--- config.mk ---
export PLATFORM = sky130hd
export DESIGN_NAME = radius_packet_validator
export DESIGN_NICKNAME = d
export VERILOG_FILES = /design/src/rtl/rpv_pkg.sv /design/src/rtl/rpv_walk.sv /design/src/rtl/radius_packet_validator.sv
export SDC_FILE = /design/constraint.sdc
export NUM_CORES = 1
export LEC_CHECK = 0
export BUFFER_PORTS_ARGS = -buffer_cell sky130_fd_sc_hd__buf_2
export CAP_MARGIN = 25
export CORE_UTILIZATION = 52
export DETAILED_ROUTE_END_ITERATION = 12
export GPL_TIMING_DRIVEN = 1
export PLACE_DENSITY = 0.73
export SETUP_SLACK_MARGIN = 0.3
export SLEW_MARGIN = 10
export SYNTH_ARGS = -nofsm -noshare
export SYNTH_HDL_FRONTEND = slang
export SYNTH_SLANG_ARGS = --single-unit
--- constraint.sdc ---
create_clock -name aclk -period 5.8 [get_ports aclk]
set_input_delay 0.58 -clock aclk [delete_from_list [all_inputs] [get_ports aclk]]
set_output_delay 0.58 -clock aclk [all_outputs]
set_load 0.01 [all_outputs]
--- src/rtl/rpv_pkg.sv ---
package rpv_pkg;

    localparam logic [15:0] HDR_BYTES          = 16'd20;
    localparam logic [15:0] MAX_COUNT          = 16'hFFFF;
    localparam logic [7:0]  STATUS_SERVER_CODE = 8'd12;
    localparam logic [7:0]  EAP_ATTR           = 8'd79;
    localparam logic [7:0]  MSG_AUTH_ATTR      = 8'd80;
    localparam logic [7:0]  MSG_AUTH_LEN       = 8'd18;

    // configuration register indexes
    localparam logic [7:0]  CFG_ATTR_LIMIT     = 8'd0;
    localparam logic [7:0]  CFG_AUTH_MANDATORY = 8'd1;

    typedef enum logic [3:0] {
        RSN_OK            = 4'd0,
        RSN_SHORT         = 4'd1,
        RSN_BAD_CODE      = 4'd2,
        RSN_SMALL_LEN     = 4'd3,
        RSN_TRUNCATED     = 4'd4,
        RSN_HDR_OVERFLOW  = 4'd5,
        RSN_ATTR_ZERO     = 4'd6,
        RSN_ATTR_SHORT    = 4'd7,
        RSN_ATTR_OVERFLOW = 4'd8,
        RSN_MA_LENGTH     = 4'd9,
        RSN_TOO_MANY      = 4'd10,
        RSN_MA_MISSING    = 4'd11
    } reason_t;

    // walk state as it stands after the current byte
    typedef struct packed {
        reason_t     fault;
        logic [15:0] count;
        logic        seen_auth;
        logic        needs_auth;
    } walk_status_t;

endpackage

--- src/rtl/rpv_walk.sv ---
module rpv_walk import rpv_pkg::*; (
    input  logic         aclk,
    input  logic         aresetn,
    input  logic         step,
    input  logic         clear,
    input  logic [15:0]  pos,
    input  logic [7:0]   data,
    input  logic [15:0]  decl_len,
    output walk_status_t status_next
);

    reason_t     fault_reg, fault_next;
    logic [15:0] count_reg, count_next;
    logic        seen_reg, seen_next;
    logic        needs_reg, needs_next;
    logic [15:0] start_reg, start_next;
    logic [7:0]  held_type_reg, held_type_next;

    logic [16:0] pos_ext;
    logic [16:0] start_ext;
    logic [16:0] len_ext;
    logic [16:0] attr_end;

    assign pos_ext   = {1'b0, pos};
    assign start_ext = {1'b0, start_reg};
    assign len_ext   = {1'b0, decl_len};
    assign attr_end  = start_ext + {9'd0, data};

    always_comb begin
        fault_next     = fault_reg;
        count_next     = count_reg;
        seen_next      = seen_reg;
        needs_next     = needs_reg;
        start_next     = start_reg;
        held_type_next = held_type_reg;
        if (fault_reg == RSN_OK && pos < decl_len) begin
            if (pos == start_reg) begin
                // type byte of a new attribute
                if (pos_ext + 17'd2 > len_ext) begin
                    fault_next = RSN_HDR_OVERFLOW;
                end else if (data == 8'd0) begin
                    fault_next = RSN_ATTR_ZERO;
                end else begin
                    held_type_next = data;
                end
            end else if (pos_ext == start_ext + 17'd1) begin
                // length byte: check it and jump to the next header
                if (data < 8'd2) begin
                    fault_next = RSN_ATTR_SHORT;
                end else if (attr_end > len_ext) begin
                    fault_next = RSN_ATTR_OVERFLOW;
                end else if (held_type_reg == MSG_AUTH_ATTR && data != MSG_AUTH_LEN) begin
                    fault_next = RSN_MA_LENGTH;
                end else begin
                    if (held_type_reg == EAP_ATTR) needs_next = 1'b1;
                    if (held_type_reg == MSG_AUTH_ATTR) seen_next = 1'b1;
                    start_next = attr_end[15:0];
                    if (count_reg != MAX_COUNT) count_next = count_reg + 16'd1;
                end
            end
        end
    end

    assign status_next = '{fault: fault_next, count: count_next,
                           seen_auth: seen_next, needs_auth: needs_next};

    always_ff @(posedge aclk) begin
        if (!aresetn || (step && clear)) begin
            fault_reg     <= RSN_OK;
            count_reg     <= 16'd0;
            seen_reg      <= 1'b0;
            needs_reg     <= 1'b0;
            start_reg     <= HDR_BYTES;
            held_type_reg <= 8'd0;
        end else if (step) begin
            fault_reg     <= fault_next;
            count_reg     <= count_next;
            seen_reg      <= seen_next;
            needs_reg     <= needs_next;
            start_reg     <= start_next;
            held_type_reg <= held_type_next;
        end
    end

endmodule

--- src/rtl/radius_packet_validator.sv ---
// RADIUS received-packet sanity checker.
// Input channel (s_valid/s_ready): one packet byte per item in wire order,
// s_final_byte high on the last byte. Every byte is taken into an input
// register; when it advances, it updates the header fields and the
// attribute walk. On the last byte one verdict item leaves on the result
// channel (m_valid/m_ready): pass flag, reason code, length in use and the
// number of attributes walked. Non-final bytes produce nothing.
// Throughput: one byte per cycle, sustained across packet boundaries while
// the result channel is not stalled; the per-byte work is compares and
// 17-bit additions in the walker. The verdict is registered from the input register.
// Configuration (cfg_valid/cfg_ready, always ready): index 0 sets the
// attribute limit, index 1 the authenticator-mandatory flag; other indexes
// are ignored. Write only while no packet is in flight.
// Reset (aresetn low, synchronous) clears both registers and packet state.
// When the receiver stalls, the verdict holds in the output register;
// bytes of the next packet keep flowing until its own final byte reaches
// the input register, which then holds it and backs up the input channel.
module radius_packet_validator import rpv_pkg::*; #(
    parameter int unsigned CODE_LIMIT = 53
) (
    input  logic        aclk,
    input  logic        aresetn,
    input  logic        s_valid,
    output logic        s_ready,
    input  logic [7:0]  s_data_byte,
    input  logic        s_final_byte,
    output logic        m_valid,
    input  logic        m_ready,
    output logic        m_accepted,
    output logic [3:0]  m_reason_code,
    output logic [15:0] m_length_used,
    output logic [15:0] m_attribute_total,
    input  logic        cfg_valid,
    output logic        cfg_ready,
    input  logic [7:0]  cfg_index,
    input  logic [15:0] cfg_data
);

    // configuration registers
    logic [15:0] attr_limit_reg;
    logic        auth_mand_reg;

    // input register stage
    logic        in_valid_reg;
    logic [7:0]  in_data_reg;
    logic        in_final_reg;

    // packet header state
    logic [15:0] pos_reg, pos_next;
    logic [15:0] decl_len_reg, decl_len_next;
    logic [7:0]  code_reg, code_next;

    // result register
    logic        m_valid_reg;
    logic        accepted_reg;
    reason_t     reason_reg, reason_next;
    logic [15:0] used_reg, used_next;
    logic [15:0] total_reg, total_next;

    logic         advance;
    logic         s_accept;
    logic         need_auth;
    walk_status_t walk_status;

    assign cfg_ready = 1'b1;

    always_ff @(posedge aclk) begin
        if (!aresetn) begin
            attr_limit_reg <= 16'd0;
            auth_mand_reg  <= 1'b0;
        end else if (cfg_valid) begin
            if (cfg_index == CFG_ATTR_LIMIT) attr_limit_reg <= cfg_data;
            if (cfg_index == CFG_AUTH_MANDATORY) auth_mand_reg <= cfg_data[0];
        end
    end

    // Advance a held byte unless it is final and the verdict slot is full and not taken.
    assign advance  = in_valid_reg && (!in_final_reg || !m_valid_reg || m_ready);
    assign s_ready  = !in_valid_reg || advance;
    assign s_accept = s_valid && s_ready;

    always_ff @(posedge aclk) begin
        if (!aresetn) begin
            in_valid_reg <= 1'b0;
        end else if (s_accept) begin
            in_valid_reg <= 1'b1;
        end else if (advance) begin
            in_valid_reg <= 1'b0;
        end
    end

    always_ff @(posedge aclk) begin
        if (s_accept) begin
            in_data_reg  <= s_data_byte;
            in_final_reg <= s_final_byte;
        end
    end

    // Capture code and length field; the byte count saturates.
    always_comb begin
        code_next     = code_reg;
        decl_len_next = decl_len_reg;
        if (pos_reg == 16'd0) code_next = in_data_reg;
        if (pos_reg == 16'd2) decl_len_next = {in_data_reg, decl_len_reg[7:0]};
        if (pos_reg == 16'd3) decl_len_next = {decl_len_reg[15:8], in_data_reg};
        pos_next = (pos_reg == MAX_COUNT) ? pos_reg : pos_reg + 16'd1;
    end

    always_ff @(posedge aclk) begin
        if (!aresetn || (advance && in_final_reg)) begin
            pos_reg      <= 16'd0;
            decl_len_reg <= 16'd0;
            code_reg     <= 8'd0;
        end else if (advance) begin
            pos_reg      <= pos_next;
            decl_len_reg <= decl_len_next;
            code_reg     <= code_next;
        end
    end

    rpv_walk u_walk (
        .aclk        (aclk),
        .aresetn     (aresetn),
        .step        (advance),
        .clear       (in_final_reg),
        .pos         (pos_reg),
        .data        (in_data_reg),
        .decl_len    (decl_len_reg),
        .status_next (walk_status)
    );

    // Verdict in priority order: framing checks first, then walk faults,
    // then the attribute limit, then the authenticator requirement.
    assign need_auth = walk_status.needs_auth || auth_mand_reg ||
                       (code_next == STATUS_SERVER_CODE);

    always_comb begin
        used_next  = pos_next;
        total_next = 16'd0;
        if (pos_next < HDR_BYTES) begin
            reason_next = RSN_SHORT;
        end else if (code_next == 8'd0 || {1'b0, code_next} >= 9'(CODE_LIMIT)) begin
            reason_next = RSN_BAD_CODE;
        end else if (decl_len_next < HDR_BYTES) begin
            reason_next = RSN_SMALL_LEN;
        end else if (pos_next < decl_len_next) begin
            reason_next = RSN_TRUNCATED;
        end else begin
            used_next  = decl_len_next;
            total_next = walk_status.count;
            if (walk_status.fault != RSN_OK) begin
                reason_next = walk_status.fault;
            end else if (attr_limit_reg != 16'd0 && walk_status.count > attr_limit_reg) begin
                reason_next = RSN_TOO_MANY;
            end else if (need_auth && !walk_status.seen_auth) begin
                reason_next = RSN_MA_MISSING;
            end else begin
                reason_next = RSN_OK;
            end
        end
    end

    always_ff @(posedge aclk) begin
        if (!aresetn) begin
            m_valid_reg <= 1'b0;
        end else if (advance && in_final_reg) begin
            m_valid_reg <= 1'b1;
        end else if (m_ready) begin
            m_valid_reg <= 1'b0;
        end
    end

    always_ff @(posedge aclk) begin
        if (advance && in_final_reg) begin
            accepted_reg <= (reason_next == RSN_OK);
            reason_reg   <= reason_next;
            used_reg     <= used_next;
            total_reg    <= total_next;
        end
    end

    assign m_valid           = m_valid_reg;
    assign m_accepted        = accepted_reg;
    assign m_reason_code     = reason_reg;
    assign m_length_used     = used_reg;
    assign m_attribute_total = total_reg;

endmodule

# Yosys cells after proc, flatten, opt, wreduce, memory -nomap -nowiden
# Cells that the tools add are included.
# Widths: inputs -> output; s select.
[word_totals]
wordCells = 132
output_inout_bits = 40
in_bits = 38
regBits = 151
[classes]
order_cmp = 9
addsub = 5
n_bitwise = 6
reduce_logical = 34
n_eq_ne = 11
mux = 48
[ops]
columns = ["operator", "count"]
rows = [
  ["$mux 16", 14],
  ["$mux 4", 15],
  ["$gt 17x16->1", 2],
  ["$add 16x1->16 const B", 2],
  ["$eq 16x2->1 const B", 2],
  ["$lt 16x16->1", 2],
  ["$lt 16x5->1 const B", 2],
  ["$logic_not 8->1", 3],
  ["$mux 1", 18],
  ["$add 16x1->17 const B", 1],
  ["$add 16x2->17 const B", 1],
  ["$add 16x8->17", 1],
  ["$eq 16x17->1", 1],
  ["$eq 16x16->1", 1],
  ["$eq 16x16->1 const B", 1],
  ["$eq 8x7->1 const B", 2],
  ["$gt 16x16->1", 1],
  ["$logic_not 16->1", 1],
  ["$ne 16x16->1 const B", 1],
  ["$reduce_bool 16->1", 1],
  ["$eq 8x1->1 const B", 1],
  ["$eq 8x4->1 const B", 1],
  ["$ge 8x6->1 const B", 1],
  ["$logic_not 4->1", 2],
  ["13 further kinds", 36],
]

# Longest topological paths before layout
# Gate-level depths: netlist of run 1.
[depth]
ltp_word = 19
ltp_mapped = 31
depth_no_buf = 31

# Cells and area by module
# A second synthesis of run 1 with hierarchy kept.
[unflattened]
hier_cells = 1261
area_unflattened_um2 = 10955.5
[modules_own_cells]
columns = ["mod", "n_inst", "cells_per_inst", "area_per_inst_um2"]
rows = [
  ["radius_packet_validator", 1, 612, 5969.5],
  ["rpv_walk", 1, 649, 4986.0],
]

# Worst setup path before layout of run 1
# No wires, ideal clock.
[synth_path]
kind = "reg2reg"
start = "reg in_data_reg[1]"
end = "reg reason_reg[1] (netlist: m_reason_code[1]) (data pin)"
stages_incl_launch_ff = 31
n_path_buf = 1
setup_time_ns = 0.255
arrival_ns = 5.707
setup_slack_ns = -0.162
path_cell_list = "edfxtp_1 > ha_1 > a21o_1 > a21oi_1 > o21bai_1 > a21oi_1 > o21bai_1 > a21oi_1 > o21ai_1 > xor2_1 > ha_1 > nand4_1 > nor3_1 > o2bb2ai_1 > a31oi_1 > nand3b_1 > nor4_4 > buf_2 > mux2i_1 > inv_1 > ha_1 > nor2b_1 > o21a_1 > o21ai_0 > a21oi_1 > nor2_1 > a221oi_1 > a211o_1 > o22ai_1 > nor2_1 > o21ba_2"
[synth_between]
elab_cells_between_ends = 55
classes_between = "1 x add/sub; 6 x order compare; 2 x eq/ne; 36 x mux; 10 x reduce/logical"
[synth_rtl]
columns = ["item", "line", "rtl"]
rows = [
  ["from (decl)", "radius_packet_validator.sv:45", "logic [7:0] in_data_reg;"],
  ["from (signal assigned)", "radius_packet_validator.sv:94", "in_data_reg <= s_data_byte;"],
  ["$add 16x8->17", "rpv_walk.sv:27", "assign attr_end = start_ext + {9'd0, data};"],
  ["named net u_walk.attr_end[9]", "rpv_walk.sv:22", "logic [16:0] attr_end;"],
  ["$gt 17x16->1", "rpv_walk.sv:50", "end else if (attr_end > len_ext) begin"],
  ["$mux 16", "rpv_walk.sv:50", ""],
  ["$mux 16", "rpv_walk.sv:48", "if (data < 8'd2) begin"],
  ["$mux 16", "rpv_walk.sv:46", "end else if (pos_ext == start_ext + 17'd1) begin"],
  ["$mux 16", "rpv_walk.sv:37", "if (pos == start_reg) begin"],
  ["$mux 16", "rpv_walk.sv:36", "if (fault_reg == RSN_OK && pos < decl_len) begin"],
  ["named net u_walk.count_next[1]", "rpv_walk.sv:13", "logic [15:0] count_reg, count_next;"],
  ["[... 1 more ...]", "--", ""],
  ["$logic_and 1x1->1", "radius_packet_validator.sv:153", "end else if (attr_limit_reg != 16'd0 && walk_status.count > attr_limit_reg) begin"],
  ["$mux 4", "radius_packet_validator.sv:153", ""],
  ["$mux 4", "radius_packet_validator.sv:151", "if (walk_status.fault != RSN_OK) begin"],
  ["$mux 4", "radius_packet_validator.sv:146", "end else if (pos_next < decl_len_next) begin"],
  ["$mux 4", "radius_packet_validator.sv:144", "end else if (decl_len_next < HDR_BYTES) begin"],
  ["$mux 4", "radius_packet_validator.sv:142", "end else if (code_next == 8'd0 || {1'b0, code_next} >= 9'(CODE_LIMIT)) begin"],
  ["$mux 4", "radius_packet_validator.sv:140", "if (pos_next < HDR_BYTES) begin"],
  ["named net reason_next[1]", "radius_packet_validator.sv:56", "reason_t reason_reg, reason_next;"],
  ["to (signal assigned)", "radius_packet_validator.sv:176", "reason_reg <= reason_next;"],
  ["to (decl)", "radius_packet_validator.sv:56", ""],
]
# The timed path passes the listed nets, and every way through them passes these cells.
# A chain may end at the register's enable or synchronous reset.

# Worst setup path in the final report of run 1
[layout_path]
start = "reg in_data_reg[0]"
end = "reg accepted_reg (netlist: m_accepted) (data pin)"
[layout_between]
elab_cells_between_ends = 56
classes_between = "1 x add/sub; 6 x order compare; 2 x eq/ne; 36 x mux; 11 x reduce/logical"
[layout_rtl]
columns = ["item", "line", "rtl"]
rows = [
  ["$add 16x8->17", "rpv_walk.sv:27", ""],
  ["named net u_walk.attr_end[14]", "rpv_walk.sv:22", ""],
  ["$gt 17x16->1", "rpv_walk.sv:50", ""],
  ["$mux 16", "rpv_walk.sv:50", ""],
  ["$mux 16", "rpv_walk.sv:48", ""],
  ["$mux 16", "rpv_walk.sv:46", ""],
  ["$mux 16", "rpv_walk.sv:37", ""],
  ["$mux 16", "rpv_walk.sv:36", ""],
  ["named net u_walk.count_next[4]", "rpv_walk.sv:13", ""],
  ["[... 1 more ...]", "--", ""],
  ["$logic_and 1x1->1", "radius_packet_validator.sv:153", ""],
  ["$mux 4", "radius_packet_validator.sv:153", ""],
  ["$mux 4", "radius_packet_validator.sv:151", ""],
  ["$mux 4", "radius_packet_validator.sv:146", ""],
  ["$mux 4", "radius_packet_validator.sv:144", ""],
  ["$mux 4", "radius_packet_validator.sv:142", ""],
  ["$mux 4", "radius_packet_validator.sv:140", ""],
  ["$logic_not 4->1", "radius_packet_validator.sv:175", "accepted_reg <= (reason_next == RSN_OK);"],
  ["to (signal assigned)", "radius_packet_validator.sv:175", ""],
  ["to (decl)", "radius_packet_validator.sv:55", "logic accepted_reg;"],
]
# The timed path passes the listed nets, and every way through them passes these cells.

==> flow_summary.ini, run 1 <==
[die]
core_sq_mm = 0.0195
initial_core_util_pct = 53.3
dieArea_sq_mm = 0.0206
ios = 78
fp.dieW_um = 144
dieHeight_um = 144
rows = 51

[clock_tree]
cts_tree = yes
cts.path.max_buffers = 2
htree_levels = 4
clock-root-buffer = clkbuf_16
path_clk_slew_ps = 70
numClockSinks = 151
cts_made_buffers = 17
clk_latency_ps = 440

[sta]
maxSlewViolCount = 0
fin_ws_ps = -193
rsz0062_at_grt = yes
period_share_pct = 103
relSlewSlack_pct = 39.4
fin_skew_ps = 11.2
setup_viol = 4
max_freq_mhz = 167
tightestPinTransition_ps = 909
fin_setup_tns_ps = -618
hold_viol_final = 0
finalCriticalPeriod_ps = 5990

[detailed_routing]
drt-initial-drc-count = 979
via_count = 9472
ant_nets = 0
drc = 0
wl_um = 29500
first_pass_iters = 5
vias_per_cell = 5.93
wl_per_cell_um = 18.5

[synth]
syn_inst = 1190
synth-edff-count = 46
synth_flop_cell = dfxtp_1
synth_most_common_cell = nor2_1
syn_nets = 1321
netlist_top_cells_count = nor2_1, dfxtp_1, nand2_1
ys_types = 79
avgSynthCellArea_sq_um = 8.75
yosys_warnings = 0
yosys.area.top_type_share_pct = 20.2
syn_area_sq_mm = 0.0104
yosysSeqAreaShare_pct = 33.5
synthTopCellsByArea = dfxtp_1, edfxtp_1, ha_1, mux2i_1, xnor2_1
synth_top_area_cell = dfxtp_1
async_reset_ff_share_pct = 0
ys_seq_elements = 151

[critical_path]
timing_worst_setup_path_type = reg2reg
timing.rr.start = in_data_reg[0]
r2r_end = m_accepted
startpoint = in_data_reg[0]
cp_slowest_cell = edfxtp_1
rrSetupSlack_ps = -190
endpoint_kind = flip-flop
worstSetupStartpointType = flip-flop
max_stage_delay_ps = 400
worstPathArrival_ps = 6180
required_ps = 5990
cp_max_fo = 7
ff2ff_path_depth = 30
crit_end = m_accepted

[finish]
post_route_cells_drive_above_1_share_pct = 20.5
num_antenna_cells = 0
syn2layout_area_growth_pct = 19.4
nNetsFinal = 1449

[power]
clkPwrFrac_pct = 43.5
ir_drop_mv = 0.201
power_density_mw_per_mm2 = 202
p_seq_share_pct = 44.6
p_int_uw = 1800
swShare_pct = 28.6
leakage_uw = 0.00512
power_switching_uw = 720
pwr-share-comb_pct = 12.0

[global_route]
grt_pass1_wl_um = 46300
grt_max_degree = 57
track_usage_pct = 29.5
grt_overflow = 0
grt_pass1_vias = 8670
antenna_found_initial = 0

[worst_hold_path]
hold_path_class = in2reg

[placed_design]
io_buffer_count = 76
dp_hpwl_um = 21900
globalplace.congestion = 0.970
dp_slack_ps = -179

[flow_run]
cap_violations = 0

[outcome]
violations = setup timing
status = complete, but fails checks
[cells in the final DEF (no fill, tap or decap), types with 6 or more instances in the layout]
cell type	n
edfxtp_1	46
xnor2_1	49
or3_1	8
and4_1	13
and2_1	8
buf_6	7
inv_1	58
mux2i_1	60
nor4_1	20
o21ai_0	36
buf_2	76
a31oi_1	7
buf_4	87
o21a_1	8
and3_1	11
nor2b_1	32
nor3_1	21
ha_1	89
nand2_1	97
dfxtp_1	105
nand3_1	43
a21oi_1	57
xor2_1	46
nand2b_1	6
a211oi_1	28
nor3_2	7
a21o_1	14
nor2_1	112
clkbuf_16	17
nand4_1	27
[worst min path at each step]
stage	from	end	slack (ps)	depth (start not counted)
final	s_data_byte[4]	in_data_reg[4]	310	1
after global routing	s_data_byte[6]	in_data_reg[6]	300	1
after CTS	s_data_byte[4]	in_data_reg[4]	310	1
after detailed placement	u_walk.seen_reg	u_walk.seen_reg	460	2
after global placement	u_walk.seen_reg	u_walk.seen_reg	450	2
after floorplan	u_walk.seen_reg	u_walk.seen_reg	440	2
[power by group through the flow]
stage                     Clock, uW  Combinational (uW)  Sequential (uW)
after floorplan                   0                 178             1140
after global placement            0                 274             1140
after detailed placement          0                 278             1140
after CTS                      1110                 287             1120
after global routing           1150                 330             1120
final                          1090                 301             1120
[cell type report]
type / instances / area (sq um)
clock buffers: 17 / 425
clock inverters: 15 / 161
fillers: 1655 / 7090
inverters: 58 / 218
multi-input cells: 917 / 6660
flip-flops and latches: 151 / 3480
well taps: 265 / 332
repair buffers: 173 / 1150
[kinds of logic after synthesis]
kind of cell | Yosys count | synth area share (%)
compound gates | 208 | 13.0
fa+ha+maj | 93 | 11.2
buf+inv | 122 | 5.08
other cells | 1 | 0.0360
mux | 62 | 5.97
simple gates | 451 | 22.6
xor+xnor | 102 | 8.65
flops | 151 | 33.5
[worst max-delay path, delay by kind of cell (launching register included)]
kind | cells | cell delay, ps
AOI/OAI and AO/OA | 11 | 1730
xor gates and xnor gates | 2 | 360
adders and majority gates | 4 | 1210
buffers and inverters | 3 | 420
DFF | 1 | 400
and+or+nand+nor | 10 | 1600
[metrics by stage]
stage / area, sq um / cells / hold slack, ps / power [uW] / util, %
after floorplan: 10500 / 1190 / 438 / 1320 / -
after global placement: 11400 / 1542 / 450 / 1420 / 58.6
after detailed placement: 11400 / 1542 / 462 / 1420 / 58.6
after CTS: 12200 / 1584 / 305 / 2520 / 62.5
after global routing: 12400 / 1596 / 298 / 2610 / 63.7
final: 12400 / 1596 / 315 / 2520 / 63.7
[repair_timing]
item,4_1_cts,5_1_grt
buffers inserted,10,9
hold buffers,0,0
endpoints found under the hold margin,0,0
setup endpoints to repair,4,4
pin swaps,3,18
resized for setup,17,25
[metal layers]
layer | routed length (um) | GRT usage [%] | share of wire [%]
met5 | 0 | 0 | 0
met4 | 711 | 9.80 | 2.4
met3 | 2550 | 6.33 | 8.6
met2 | 13000 | 44.4 | 44
met1 | 13200 | 41.6 | 45
Power figures use the tool's default switching activity.
==> run 2: changes to the inputs <==
--- a/config.mk
+++ b/config.mk
@@ -5,7 +5,7 @@
 export SDC_FILE = /design/constraint.sdc
 export NUM_CORES = 1
 export LEC_CHECK = 0
-export BUFFER_PORTS_ARGS = -buffer_cell sky130_fd_sc_hd__buf_2
+export BUFFER_PORTS_ARGS = -buffer_cell sky130_fd_sc_hd__buf_4
 export CAP_MARGIN = 25
 export CORE_UTILIZATION = 52
 export DETAILED_ROUTE_END_ITERATION = 12
==> flow_summary.ini, run 2 (synthesis gave the netlist of run 1 again) <==
[detailed_routing]
wl_per_cell_um = 18.7
ant_nets = 0
vias_per_cell = 5.97
wl_um = 30100
first_pass_iters = 5
drc = 0
via_count = 9604
drt-initial-drc-count = 885

[sta]
setup_viol = 4
period_share_pct = 107
finalCriticalPeriod_ps = 6230
fin_skew_ps = 8.35
maxSlewViolCount = 0
max_freq_mhz = 160
tightestPinTransition_ps = 938
fin_ws_ps = -431
relSlewSlack_pct = 37.2
rsz0062_at_grt = yes
hold_viol_final = 0
fin_setup_tns_ps = -1460

[finish]
final_cell_mix = buf_4, nor2_1, dfxtp_1, nand2_1, ha_1
syn2layout_area_growth_pct = 22.1
seq_area_sq_mm = 0.00348
post_route_cells_drive_above_1_share_pct = 21.4
nNetsFinal = 1462
stdcell_area_sq_mm = 0.0127
final_common_cell = buf_4
final_util_pct = 65.1
fill_cells = 1627
multiInputGateArea_sq_mm = 0.00666
num_antenna_cells = 0

[die]
fp.dieW_um = 144
ios = 78
dieHeight_um = 144
initial_core_util_pct = 53.3
rows = 51
core_sq_mm = 0.0195
dieArea_sq_mm = 0.0206

[placed_design]
dp_slack_ps = -267
dp_hpwl_um = 22100
globalplace.congestion = 0.961
dpl-instance-area_sq_mm = 0.0116
io_buffer_count = 76

[critical_path]
critPathTopFamily = simple AND/OR/NAND/NOR gates
cp_slowest_cell = edfxtp_1
ff2ff_path_depth = 33
worstPathArrival_ps = 6420
path_buf_inv = 4
max_stage_delay_ps = 410
cp_max_fo = 6
timing_worst_setup_path_type = reg2reg
endpoint_kind = flip-flop
worstSetupStartpointType = flip-flop
required_ps = 5990
crit_cells = 33

[clock_tree]
cts_made_buffers = 17
htree_levels = 4
numClockSinks = 151
clk_latency_ps = 440
path_clk_slew_ps = 60
cts_tree = yes
clock-root-buffer = clkbuf_16
cts.path.max_buffers = 2

[worst_hold_path]
hold_depth = 1
hold_path_class = in2reg

[global_route]
grt_max_degree = 62
track_usage_pct = 30.4
antenna_found_initial = 0
grt_pass1_vias = 8868
grt_overflow = 0
grt_pass1_wl_um = 47600

[flow_run]
cap_violations = 0

[power]
power_density_mw_per_mm2 = 201
p_total_uw = 2560
leakage_uw = 0.00525
ir_drop_mv = 0.238

[outcome]
status = complete, but fails checks
violations = setup timing
run 2: cell types whose count changed in the layout (fill, tap and decap cells not counted), moves of 3 or more:
cell	delta
a21oi_2	+3
inv_8	-3
buf_4	+94
buf_2	-76
clkinv_8	-3
buf_6	-6
a21oi_1	-3
run 2: path summary, 6_finish.rpt:
kind	start	endpoint	slack, ps
hold reg to reg	code_reg[1]	code_reg[1]	470
hold / removal	s_final_byte	in_final_reg	320
setup reg to reg	in_data_reg[0]	m_accepted	-430
setup / recovery	in_data_reg[0]	m_accepted	-430
run 2: power by group:
part           total (uW)  switching, uW  internal (uW)
sequential           1120           16.3           1110
clock                1080            486            599
combinational         354            198            155
total                2560            700           1860
run 2: layer usage:
| metal | global-route usage (%) | vias up | share of wire (%) |
|---|---|---|---|
| met5 | 0 | - | 0 |
| met4 | 12.3 | 0 | 3.4 |
| met3 | 4.93 | 82 | 8.4 |
| met2 | 46.1 | 446 | 44 |
| met1 | 42.9 | 4518 | 45 |
| li1 | - | 4558 | - |
run 2: timing repair:
action	in CTS	in global routing
setup endpoints to repair	4	7
cloned	0	0
buffers inserted	24	8
hold buffers	0	0
gates resized for setup	21	19
pin swaps	26	27
run 2: cell type report:
cell class	instances	share of cell area, %
clock inverters	15	1.12
clock buffers	17	3.35
well taps	265	2.61
inverters	58	1.71
repair buffers	186	11.4
flip-flops and latches	151	27.4
multi-input cells	917	52.4
run 2: through the flow:
step,std cells,hold slack (ps)
2_1_floorplan,1190,438
3_3_place_gp,1543,451
3_5_place_dp,1543,461
4_1_cts,1599,307
5_1_grt,1609,304
6_report,1609,317
